===== src/rtl/md5_pkg.sv =====
`default_nettype none
// ----------------------------------------------------------------------------
// md5_pkg
// Shared constants and helper functions of the MD5 digest unit: initial
// chaining words, round constants, rotate amounts and message word order.
// ----------------------------------------------------------------------------
package md5_pkg;

    localparam logic [31:0] H0_INIT = 32'h67452301;
    localparam logic [31:0] H1_INIT = 32'hefcdab89;
    localparam logic [31:0] H2_INIT = 32'h98badcfe;
    localparam logic [31:0] H3_INIT = 32'h10325476;

    localparam logic [7:0]  PAD_MARK    = 8'h80;
    localparam logic [7:0]  PAD_ZERO    = 8'h00;
    localparam logic [5:0]  PAD_STOP    = 6'd56;
    localparam logic [5:0]  LAST_BYTE   = 6'd63;
    localparam logic [5:0]  LAST_ROUND  = 6'd63;
    localparam logic [3:0]  LEN_LO_WORD = 4'd14;
    localparam logic [3:0]  LEN_HI_WORD = 4'd15;
    localparam logic [2:0]  MAX_BYTES   = 3'd4;
    localparam logic [1:0]  LAST_WORD   = 2'd3;

    localparam logic [31:0] ROUND_CONST [64] = '{
        32'hd76aa478, 32'he8c7b756, 32'h242070db, 32'hc1bdceee,
        32'hf57c0faf, 32'h4787c62a, 32'ha8304613, 32'hfd469501,
        32'h698098d8, 32'h8b44f7af, 32'hffff5bb1, 32'h895cd7be,
        32'h6b901122, 32'hfd987193, 32'ha679438e, 32'h49b40821,
        32'hf61e2562, 32'hc040b340, 32'h265e5a51, 32'he9b6c7aa,
        32'hd62f105d, 32'h02441453, 32'hd8a1e681, 32'he7d3fbc8,
        32'h21e1cde6, 32'hc33707d6, 32'hf4d50d87, 32'h455a14ed,
        32'ha9e3e905, 32'hfcefa3f8, 32'h676f02d9, 32'h8d2a4c8a,
        32'hfffa3942, 32'h8771f681, 32'h6d9d6122, 32'hfde5380c,
        32'ha4beea44, 32'h4bdecfa9, 32'hf6bb4b60, 32'hbebfbc70,
        32'h289b7ec6, 32'heaa127fa, 32'hd4ef3085, 32'h04881d05,
        32'hd9d4d039, 32'he6db99e5, 32'h1fa27cf8, 32'hc4ac5665,
        32'hf4292244, 32'h432aff97, 32'hab9423a7, 32'hfc93a039,
        32'h655b59c3, 32'h8f0ccc92, 32'hffeff47d, 32'h85845dd1,
        32'h6fa87e4f, 32'hfe2ce6e0, 32'ha3014314, 32'h4e0811a1,
        32'hf7537e82, 32'hbd3af235, 32'h2ad7d2bb, 32'heb86d391
    };

    // rotate amount by phase and round-within-group
    function automatic logic [4:0] rot_amount(input logic [5:0] rnd);
        logic [4:0] s;
        case ({rnd[5:4], rnd[1:0]})
            4'h0: s = 5'd7;   4'h1: s = 5'd12;  4'h2: s = 5'd17;  4'h3: s = 5'd22;
            4'h4: s = 5'd5;   4'h5: s = 5'd9;   4'h6: s = 5'd14;  4'h7: s = 5'd20;
            4'h8: s = 5'd4;   4'h9: s = 5'd11;  4'ha: s = 5'd16;  4'hb: s = 5'd23;
            4'hc: s = 5'd6;   4'hd: s = 5'd10;  4'he: s = 5'd15;  4'hf: s = 5'd21;
            default: s = 5'd7;
        endcase
        return s;
    endfunction

    // message word used by each round, all arithmetic mod 16
    function automatic logic [3:0] msg_index(input logic [5:0] rnd);
        logic [3:0] r4;
        logic [3:0] g;
        r4 = rnd[3:0];
        case (rnd[5:4])
            2'd0:    g = r4;
            2'd1:    g = (r4 << 2) + r4 + 4'd1;
            2'd2:    g = (r4 << 1) + r4 + 4'd5;
            2'd3:    g = (r4 << 3) - r4;
            default: g = r4;
        endcase
        return g;
    endfunction

endpackage
`default_nettype wire


===== src/rtl/md5_round.sv =====
`default_nettype none
// ----------------------------------------------------------------------------
// md5_round
// One MD5 step: round function, constant and message add, rotate, add B.
// ----------------------------------------------------------------------------
module md5_round (
    input  wire logic [31:0] i_a,
    input  wire logic [31:0] i_b,
    input  wire logic [31:0] i_c,
    input  wire logic [31:0] i_d,
    input  wire logic [31:0] i_msg,
    input  wire logic [5:0]  i_rnd,
    output logic      [31:0] o_new_b
);

    logic [31:0] f;
    logic [31:0] sum;
    logic [4:0]  s;
    logic [63:0] dbl;

    always_comb begin
        case (i_rnd[5:4])
            2'd0:    f = (i_b & i_c) | (~i_b & i_d);
            2'd1:    f = (i_b & i_d) | (i_c & ~i_d);
            2'd2:    f = i_b ^ i_c ^ i_d;
            2'd3:    f = i_c ^ (i_b | ~i_d);
            default: f = i_b ^ i_c ^ i_d;
        endcase
    end

    assign sum     = i_a + f + md5_pkg::ROUND_CONST[i_rnd] + i_msg;
    assign s       = md5_pkg::rot_amount(i_rnd);
    // rotate left: upper half of the doubled word shifted
    assign dbl     = {sum, sum} << s;
    assign o_new_b = i_b + dbl[63:32];

endmodule
`default_nettype wire


===== src/rtl/md5_message_digest_unit.sv =====
`default_nettype none
// ----------------------------------------------------------------------------
// md5_message_digest_unit
// Streaming MD5 engine with one shared round unit under a small sequencer.
// ----------------------------------------------------------------------------
// Message bytes come in as requests of up to four bytes, packed little-endian
// (first byte in bits 7:0). The unit takes one request at a time: o_ready is
// high only while it waits for one. Once a request is accepted, its bytes go
// into the 16-word block buffer one at a time at the running byte position.
// Every 64th byte starts a compression: the rounds run through the single
// round unit, one round per cycle, and then the working words are folded
// into the chaining words. When the 64th byte was the last of its request,
// the unit passes through the byte state once more to pick the request back
// up. On a request with message end the unit pads byte by byte (0x80, then
// zeros up to byte 56, plus a compression if the block wraps), checks that
// the pad is done, writes both words of the 64-bit bit length at once, runs
// the last compression and offers the digest as four requests, A to D, with
// o_final_word on D. After D is taken the chaining words and length return
// to their initial values. A byte count above four is treated as four;
// bytes above the count are ignored. The block buffer has no reset: every
// word is written before use.
// ----------------------------------------------------------------------------
module md5_message_digest_unit (
    input  wire logic        i_clk,
    input  wire logic        i_rst_n,
    input  wire logic        i_valid,
    output logic             o_ready,
    input  wire logic [31:0] i_data_word,
    input  wire logic [2:0]  i_byte_count,
    input  wire logic        i_message_end,
    output logic             o_valid,
    input  wire logic        i_ready,
    output logic      [31:0] o_digest_word,
    output logic      [1:0]  o_word_number,
    output logic             o_final_word
);

    typedef enum logic [2:0] {
        S_IDLE,
        S_BYTE,
        S_PAD,
        S_LEN,
        S_ROUND,
        S_FOLD,
        S_EMIT
    } t_state;

    // where to go once a compression has been folded in
    typedef enum logic [1:0] {
        RET_BYTE,
        RET_PAD,
        RET_LAST
    } t_ret;

    t_state      r_state;
    t_ret        r_ret;

    logic [31:0] r_h [4];       // chaining words A..D
    logic [31:0] r_a, r_b, r_c, r_d;
    logic [5:0]  r_rnd;
    logic [63:0] r_len;         // message length in bits, wraps
    logic [31:0] r_data;
    logic [2:0]  r_cnt;
    logic [2:0]  r_k;           // next byte of the held request
    logic        r_end;
    logic [5:0]  r_pos;         // byte position while padding
    logic        r_first;       // next pad byte is the 0x80 mark
    logic [1:0]  r_idx;

    logic [31:0] r_buf [16];    // block buffer, no reset

    logic        w_byte_en;
    logic        w_len_en;
    logic [5:0]  w_pos;
    logic [7:0]  w_byte;
    logic [31:0] w_msg;
    logic [31:0] w_new_b;
    logic        w_pad_done;

    // ------------------------------------------------------------------
    // Byte and length writer into the block buffer
    // ------------------------------------------------------------------
    assign w_pad_done = !r_first && (r_pos == md5_pkg::PAD_STOP);
    assign w_byte_en  = ((r_state == S_BYTE) && (r_k != r_cnt)) ||
                        ((r_state == S_PAD) && !w_pad_done);
    assign w_len_en   = (r_state == S_LEN);
    assign w_pos      = (r_state == S_BYTE) ? r_len[8:3] : r_pos;

    always_comb begin
        if (r_state == S_BYTE) begin
            w_byte = r_data[{r_k[1:0], 3'b000} +: 8];
        end else if (r_first) begin
            w_byte = md5_pkg::PAD_MARK;
        end else begin
            w_byte = md5_pkg::PAD_ZERO;
        end
    end

    always_ff @(posedge i_clk) begin
        if (w_byte_en) begin
            r_buf[w_pos[5:2]][{w_pos[1:0], 3'b000} +: 8] <= w_byte;
        end
        if (w_len_en) begin
            r_buf[md5_pkg::LEN_LO_WORD] <= r_len[31:0];
            r_buf[md5_pkg::LEN_HI_WORD] <= r_len[63:32];
        end
    end

    // ------------------------------------------------------------------
    // Shared round unit
    // ------------------------------------------------------------------
    assign w_msg = r_buf[md5_pkg::msg_index(r_rnd)];

    md5_round u_round (
        .i_a     (r_a),
        .i_b     (r_b),
        .i_c     (r_c),
        .i_d     (r_d),
        .i_msg   (w_msg),
        .i_rnd   (r_rnd),
        .o_new_b (w_new_b)
    );

    // ------------------------------------------------------------------
    // Sequencer
    // ------------------------------------------------------------------
    always_ff @(posedge i_clk) begin
        if (!i_rst_n) begin
            r_state <= S_IDLE;
            r_ret   <= RET_BYTE;
            r_h[0]  <= md5_pkg::H0_INIT;
            r_h[1]  <= md5_pkg::H1_INIT;
            r_h[2]  <= md5_pkg::H2_INIT;
            r_h[3]  <= md5_pkg::H3_INIT;
            r_len   <= '0;
            r_rnd   <= '0;
            r_cnt   <= '0;
            r_k     <= '0;
            r_end   <= 1'b0;
            r_pos   <= '0;
            r_first <= 1'b0;
            r_idx   <= '0;
        end else begin
            case (r_state)
                S_IDLE: begin
                    if (i_valid) begin
                        r_data  <= i_data_word;
                        r_cnt   <= (i_byte_count > md5_pkg::MAX_BYTES) ?
                                   md5_pkg::MAX_BYTES : i_byte_count;
                        r_end   <= i_message_end;
                        r_k     <= '0;
                        r_state <= S_BYTE;
                    end
                end
                S_BYTE: begin
                    if (r_k == r_cnt) begin
                        // request used up (or empty, or back from a block)
                        if (r_end) begin
                            r_pos   <= r_len[8:3];
                            r_first <= 1'b1;
                            r_state <= S_PAD;
                        end else begin
                            r_state <= S_IDLE;
                        end
                    end else begin
                        r_len <= r_len + 64'd8;
                        r_k   <= r_k + 3'd1;
                        if (r_len[8:3] == md5_pkg::LAST_BYTE) begin
                            r_ret   <= RET_BYTE;
                            r_a     <= r_h[0];
                            r_b     <= r_h[1];
                            r_c     <= r_h[2];
                            r_d     <= r_h[3];
                            r_rnd   <= '0;
                            r_state <= S_ROUND;
                        end else if (r_k + 3'd1 == r_cnt) begin
                            if (r_end) begin
                                r_pos   <= r_len[8:3] + 6'd1;
                                r_first <= 1'b1;
                                r_state <= S_PAD;
                            end else begin
                                r_state <= S_IDLE;
                            end
                        end
                    end
                end
                S_PAD: begin
                    if (w_pad_done) begin
                        r_state <= S_LEN;
                    end else begin
                        r_first <= 1'b0;
                        r_pos   <= r_pos + 6'd1;
                        if (r_pos == md5_pkg::LAST_BYTE) begin
                            r_ret   <= RET_PAD;
                            r_a     <= r_h[0];
                            r_b     <= r_h[1];
                            r_c     <= r_h[2];
                            r_d     <= r_h[3];
                            r_rnd   <= '0;
                            r_state <= S_ROUND;
                        end
                    end
                end
                S_LEN: begin
                    r_ret   <= RET_LAST;
                    r_a     <= r_h[0];
                    r_b     <= r_h[1];
                    r_c     <= r_h[2];
                    r_d     <= r_h[3];
                    r_rnd   <= '0;
                    r_state <= S_ROUND;
                end
                S_ROUND: begin
                    r_a   <= r_d;
                    r_b   <= w_new_b;
                    r_c   <= r_b;
                    r_d   <= r_c;
                    r_rnd <= r_rnd + 6'd1;
                    if (r_rnd == md5_pkg::LAST_ROUND) begin
                        r_state <= S_FOLD;
                    end
                end
                S_FOLD: begin
                    r_h[0] <= r_h[0] + r_a;
                    r_h[1] <= r_h[1] + r_b;
                    r_h[2] <= r_h[2] + r_c;
                    r_h[3] <= r_h[3] + r_d;
                    case (r_ret)
                        RET_BYTE: r_state <= S_BYTE;
                        RET_PAD:  r_state <= S_PAD;
                        RET_LAST: begin
                            r_idx   <= '0;
                            r_state <= S_EMIT;
                        end
                        default:  r_state <= S_IDLE;
                    endcase
                end
                S_EMIT: begin
                    if (i_ready) begin
                        r_idx <= r_idx + 2'd1;
                        if (r_idx == md5_pkg::LAST_WORD) begin
                            r_h[0]  <= md5_pkg::H0_INIT;
                            r_h[1]  <= md5_pkg::H1_INIT;
                            r_h[2]  <= md5_pkg::H2_INIT;
                            r_h[3]  <= md5_pkg::H3_INIT;
                            r_len   <= '0;
                            r_state <= S_IDLE;
                        end
                    end
                end
                default: r_state <= S_IDLE;
            endcase
        end
    end

    // ------------------------------------------------------------------
    // Ports: combinational, all derived from registers
    // ------------------------------------------------------------------
    assign o_ready       = (r_state == S_IDLE);
    assign o_valid       = (r_state == S_EMIT);
    assign o_digest_word = r_h[r_idx];
    assign o_word_number = r_idx;
    assign o_final_word  = (r_idx == md5_pkg::LAST_WORD);

endmodule
`default_nettype wire


===== config.mk =====
export PLATFORM = sky130hd
export DESIGN_NAME = md5_message_digest_unit
export DESIGN_NICKNAME = d
export VERILOG_FILES = /design/src/rtl/md5_pkg.sv /design/src/rtl/md5_round.sv /design/src/rtl/md5_message_digest_unit.sv
export SDC_FILE = /design/constraint.sdc
export NUM_CORES = 2
export LEC_CHECK = 0
export BUFFER_PORTS_ARGS = -buffer_cell sky130_fd_sc_hd__buf_2
export CAP_MARGIN = 20
export CORE_MARGIN = 8
export CORE_UTILIZATION = 35
export CTS_BUF_LIST = sky130_fd_sc_hd__clkbuf_2 sky130_fd_sc_hd__clkbuf_4 sky130_fd_sc_hd__clkbuf_8
export CTS_CLUSTER_SIZE = 8
export DETAILED_ROUTE_END_ITERATION = 12
export SKIP_LAST_GASP = 1
export SYNTH_ARGS = -nofsm -noshare
export SYNTH_HDL_FRONTEND = slang
export SYNTH_SLANG_ARGS = --single-unit

===== constraint.sdc =====
create_clock -name i_clk -period 16.6 [get_ports i_clk]
set_clock_uncertainty 0.05 [all_clocks]
set_input_delay 2.49 -clock i_clk [delete_from_list [all_inputs] [get_ports i_clk]]
set_output_delay 2.49 -clock i_clk [all_outputs]
set_load 0.02 [all_outputs]

==> results by group <==
Worst hold path
  • Min-Delay Path Class: reg2reg
  • Hold path startpoint: r_h[3][18]
  • WHS Path Cells: 2
  • Hold path endpoint: r_h[3][18]

Clock tree
  • Sink Count: 895
  • Reg clk slew, reported paths: 0.07 ns
  • Hold buffer count at CTS: 0
  • Post-CTS setup buffer count: 0
  • CTS tree: yes
  • Later-pin clock latency in the skew report: 0.92 ns
  • Longest Clk Path Bufs: 3
  • # H-tree levels: 4
  • Resize count post-CTS: 0
  • CTS buffer count: 151
  • CTS root buf: clkbuf_8

Critical path
  • Reg2reg path depth: 41
  • R2r startpoint: r_rnd[0]
  • Crit start category: flip-flop
  • Worst Setup End Kind: flip-flop
  • FF-to-FF End: r_b[31]
  • Flop2flop setup slack: 3.93 ns
  • CP Data Arrival Time: 13.19 ns
  • CP max stage cell: ha_1
  • Crit-path max FO: 73
  • Largest stage delay, worst path: 0.85 ns
  • Crit path buffers/inverters: 5
  • CP delay by family, top: compound AO/OA/AOI/OAI gates
  • Crit Path Class: reg2reg
  • WP data required: 17.13 ns

Routing
  • Met2 routed WL: 83100 um
  • Top sig layer: met5
  • Final wirelength: 184000 um
  • Routed wl met3: 14400 um
  • Routed Antenna Nets: 0
  • Iteration-0 DRC Markers: 4863
  • Post-route DRC violation count: 0
  • Via-to-Cell Ratio: 5.72
  • DR WL/cell: 23.4 um
  • Vias: 45100
  • M1 WL: 79800 um
  • First-pass DRT Iterations: 6

Job
  • MaxCap Viol Count: 0

Finish
  • Area grow syn2layout: 10.0%
  • Area occupied by multi-input gates: 28300 um^2
  • Fillcell total: 15500
  • FF+latch area: 25300 um^2
  • Share of layout cells above drive strength 1: 0.104
  • Layout Nets: 6030

Logic synthesis
  • Most frequent cell after synthesis: nand2_1
  • Sequential share of the synthesized area: 0.453
  • Cells after Synth: 5706
  • Synth cell types: 88
  • EDFF count, synth: 736
  • Area share of the largest cell type after synthesis: 0.396
  • Avg Cell Area, Syn: 9.77 um^2
  • Top FF cell, synth: edfxtp_1
  • Synth area leader: edfxtp_1
  • Post-synthesis register bit count: 895
  • Async SR Flop Fraction: 0
  • Top cells by count, synth: nand2_1, edfxtp_1, a21oi_1, nor2_1, o21ai_0
  • Post-Syn Area: 55800 um^2
  • Syn nets: 6045
  • Synth top area cells: edfxtp_1, nand2_1, dfxtp_1
  • Synth warnings: 0

STA
  • Max Fclk: 78.9 MHz
  • Setup violators final: 0
  • Max-Slew Margin vs Limit: 0.230
  • Setup TNS: 0 ns
  • RSZ-0062 raised after global routing: false
  • Fin crit share: 0.763
  • Worst-Margin Slew: 1.15 ns
  • Fin crit period: 12.67 ns
  • Hold violation count in the final report: 0
  • Max Slew Vio Count: 0
  • Hold_ws: 0.443 ns

Pwr
  • Pwr/cell area: 150 nW/um^2
  • Leakage: 23.9 nW
  • Worst VDD drop: 143 uV

Die
  • Core ar.: 158000 um^2
  • Initial core utilization: 0.352
  • DIE HEIGHT: 415 um
  • Chip width: 415 um
  • I/O pin count: 77
  • Die area: 172000 um^2
  • Row Count: 146

Outcome
  • Status: complete, no violations

GRT
  • Tot GR Track Use: 0.205
  • Initial antenna violation count: 5
  • Number of global-route vias before repair: 42300
  • First-pass GRT wire length: 274000 um
  • Largest net degree at the start of global routing: 147
  • Global route total overflow: 0

Placement
  • DP HPWL: 132000 um
  • GP Congestion: 0.959
  • PortBufs: 76
==> through the flow <==
stage | total power [mW] | instances | utilization | setup WS, ns | instance area, um^2
detailed placement | 7.08 | 7604 | 0.368 | 4.15 | 58200
global placement | 7.06 | 7601 | 0.367 | 4.19 | 58200
CTS | 9.15 | 7878 | 0.387 | 4.12 | 61300
floorplan | 5.93 | 5706 | - | 5.74 | 55800
finish | 9.18 | 7885 | 0.387 | 3.93 | 61300
global route | 9.77 | 7885 | 0.387 | 3.24 | 61300
==> tightest hold or removal path: cells and delay by family, from the launching register on <==
kind            cells  cell delay [ns]
compound gates      1             0.05
flops               1             0.34
simple gates        1             0.06
==> worst max path at each step <==
stage	startpoint	to	cells past startpoint
finish	r_rnd[0]	r_b[31]	41
global route	r_rnd[1]	r_b[31]	40
CTS	r_rnd[1]	r_b[30]	42
detailed placement	r_rnd[1]	r_b[30]	42
global placement	r_rnd[1]	r_b[30]	42
floorplan	r_rnd[1]	r_b[30]	46
==> final cells by class <==
class                      count  area share
multi-input combinational   4199       0.461
sequential                   895       0.412
clock buffer                 233      0.0450
tap                         2072      0.0423
inverter                     287      0.0176
timing repair buffer         157      0.0166
clock inverter                41     0.00498
antenna                        1   0.0000408
==> registers in the layout, summed over array words and instances (netlist names), 32 cells and up, named ones only <==
register  cells
r_a          32
r_b          32
r_buf       512
r_c          32
r_d          32
r_data       32
r_h         128
r_len        61
==> routing by layer <==
metal / vias to the layer above / GRT usage
met4: 6 / 0.0812
met3: 317 / 0.0372
met2: 1831 / 0.322
li1: 20800 / -
met5: - / 0
met1: 22200 / 0.281
==> layout by cell type, fill, tap and decap left out, drive strengths merged, types with 154 or more instances in the layout <==
cell type	instances
inv	294
ha	228
o21ai	329
a211oi	211
dfxtp	159
edfxtp	736
mux2i	182
nand2	878
nor2	370
clkbuf	236
nor3	164
a21oi	446
buf	154
==> report_power, final <==
part           internal [mW]  leakage, nW  switching [mW]
combinational           1.78         14.2            2.75
sequential              2.52         8.06          0.0887
clock                   1.09         1.65           0.959
total                   5.38         23.9            3.80
==> logic make-up (layout without fill, tap and decap cells) <==
| group | count (synthesis) | after routing | synth area share |
|---|---|---|---|
| compound gates | 1468 | 1468 | 0.167 |
| xor+xnor | 259 | 259 | 0.0411 |
| fa+ha+maj | 299 | 299 | 0.0766 |
| buf+inv | 612 | 718 | 0.0415 |
| flops | 895 | 895 | 0.453 |
| mux | 309 | 309 | 0.0708 |
| other cells | 0 | 1 | 0 |
| simple gates | 1864 | 1864 | 0.149 |
No activity file was read; power rests on OpenSTA's default activity.
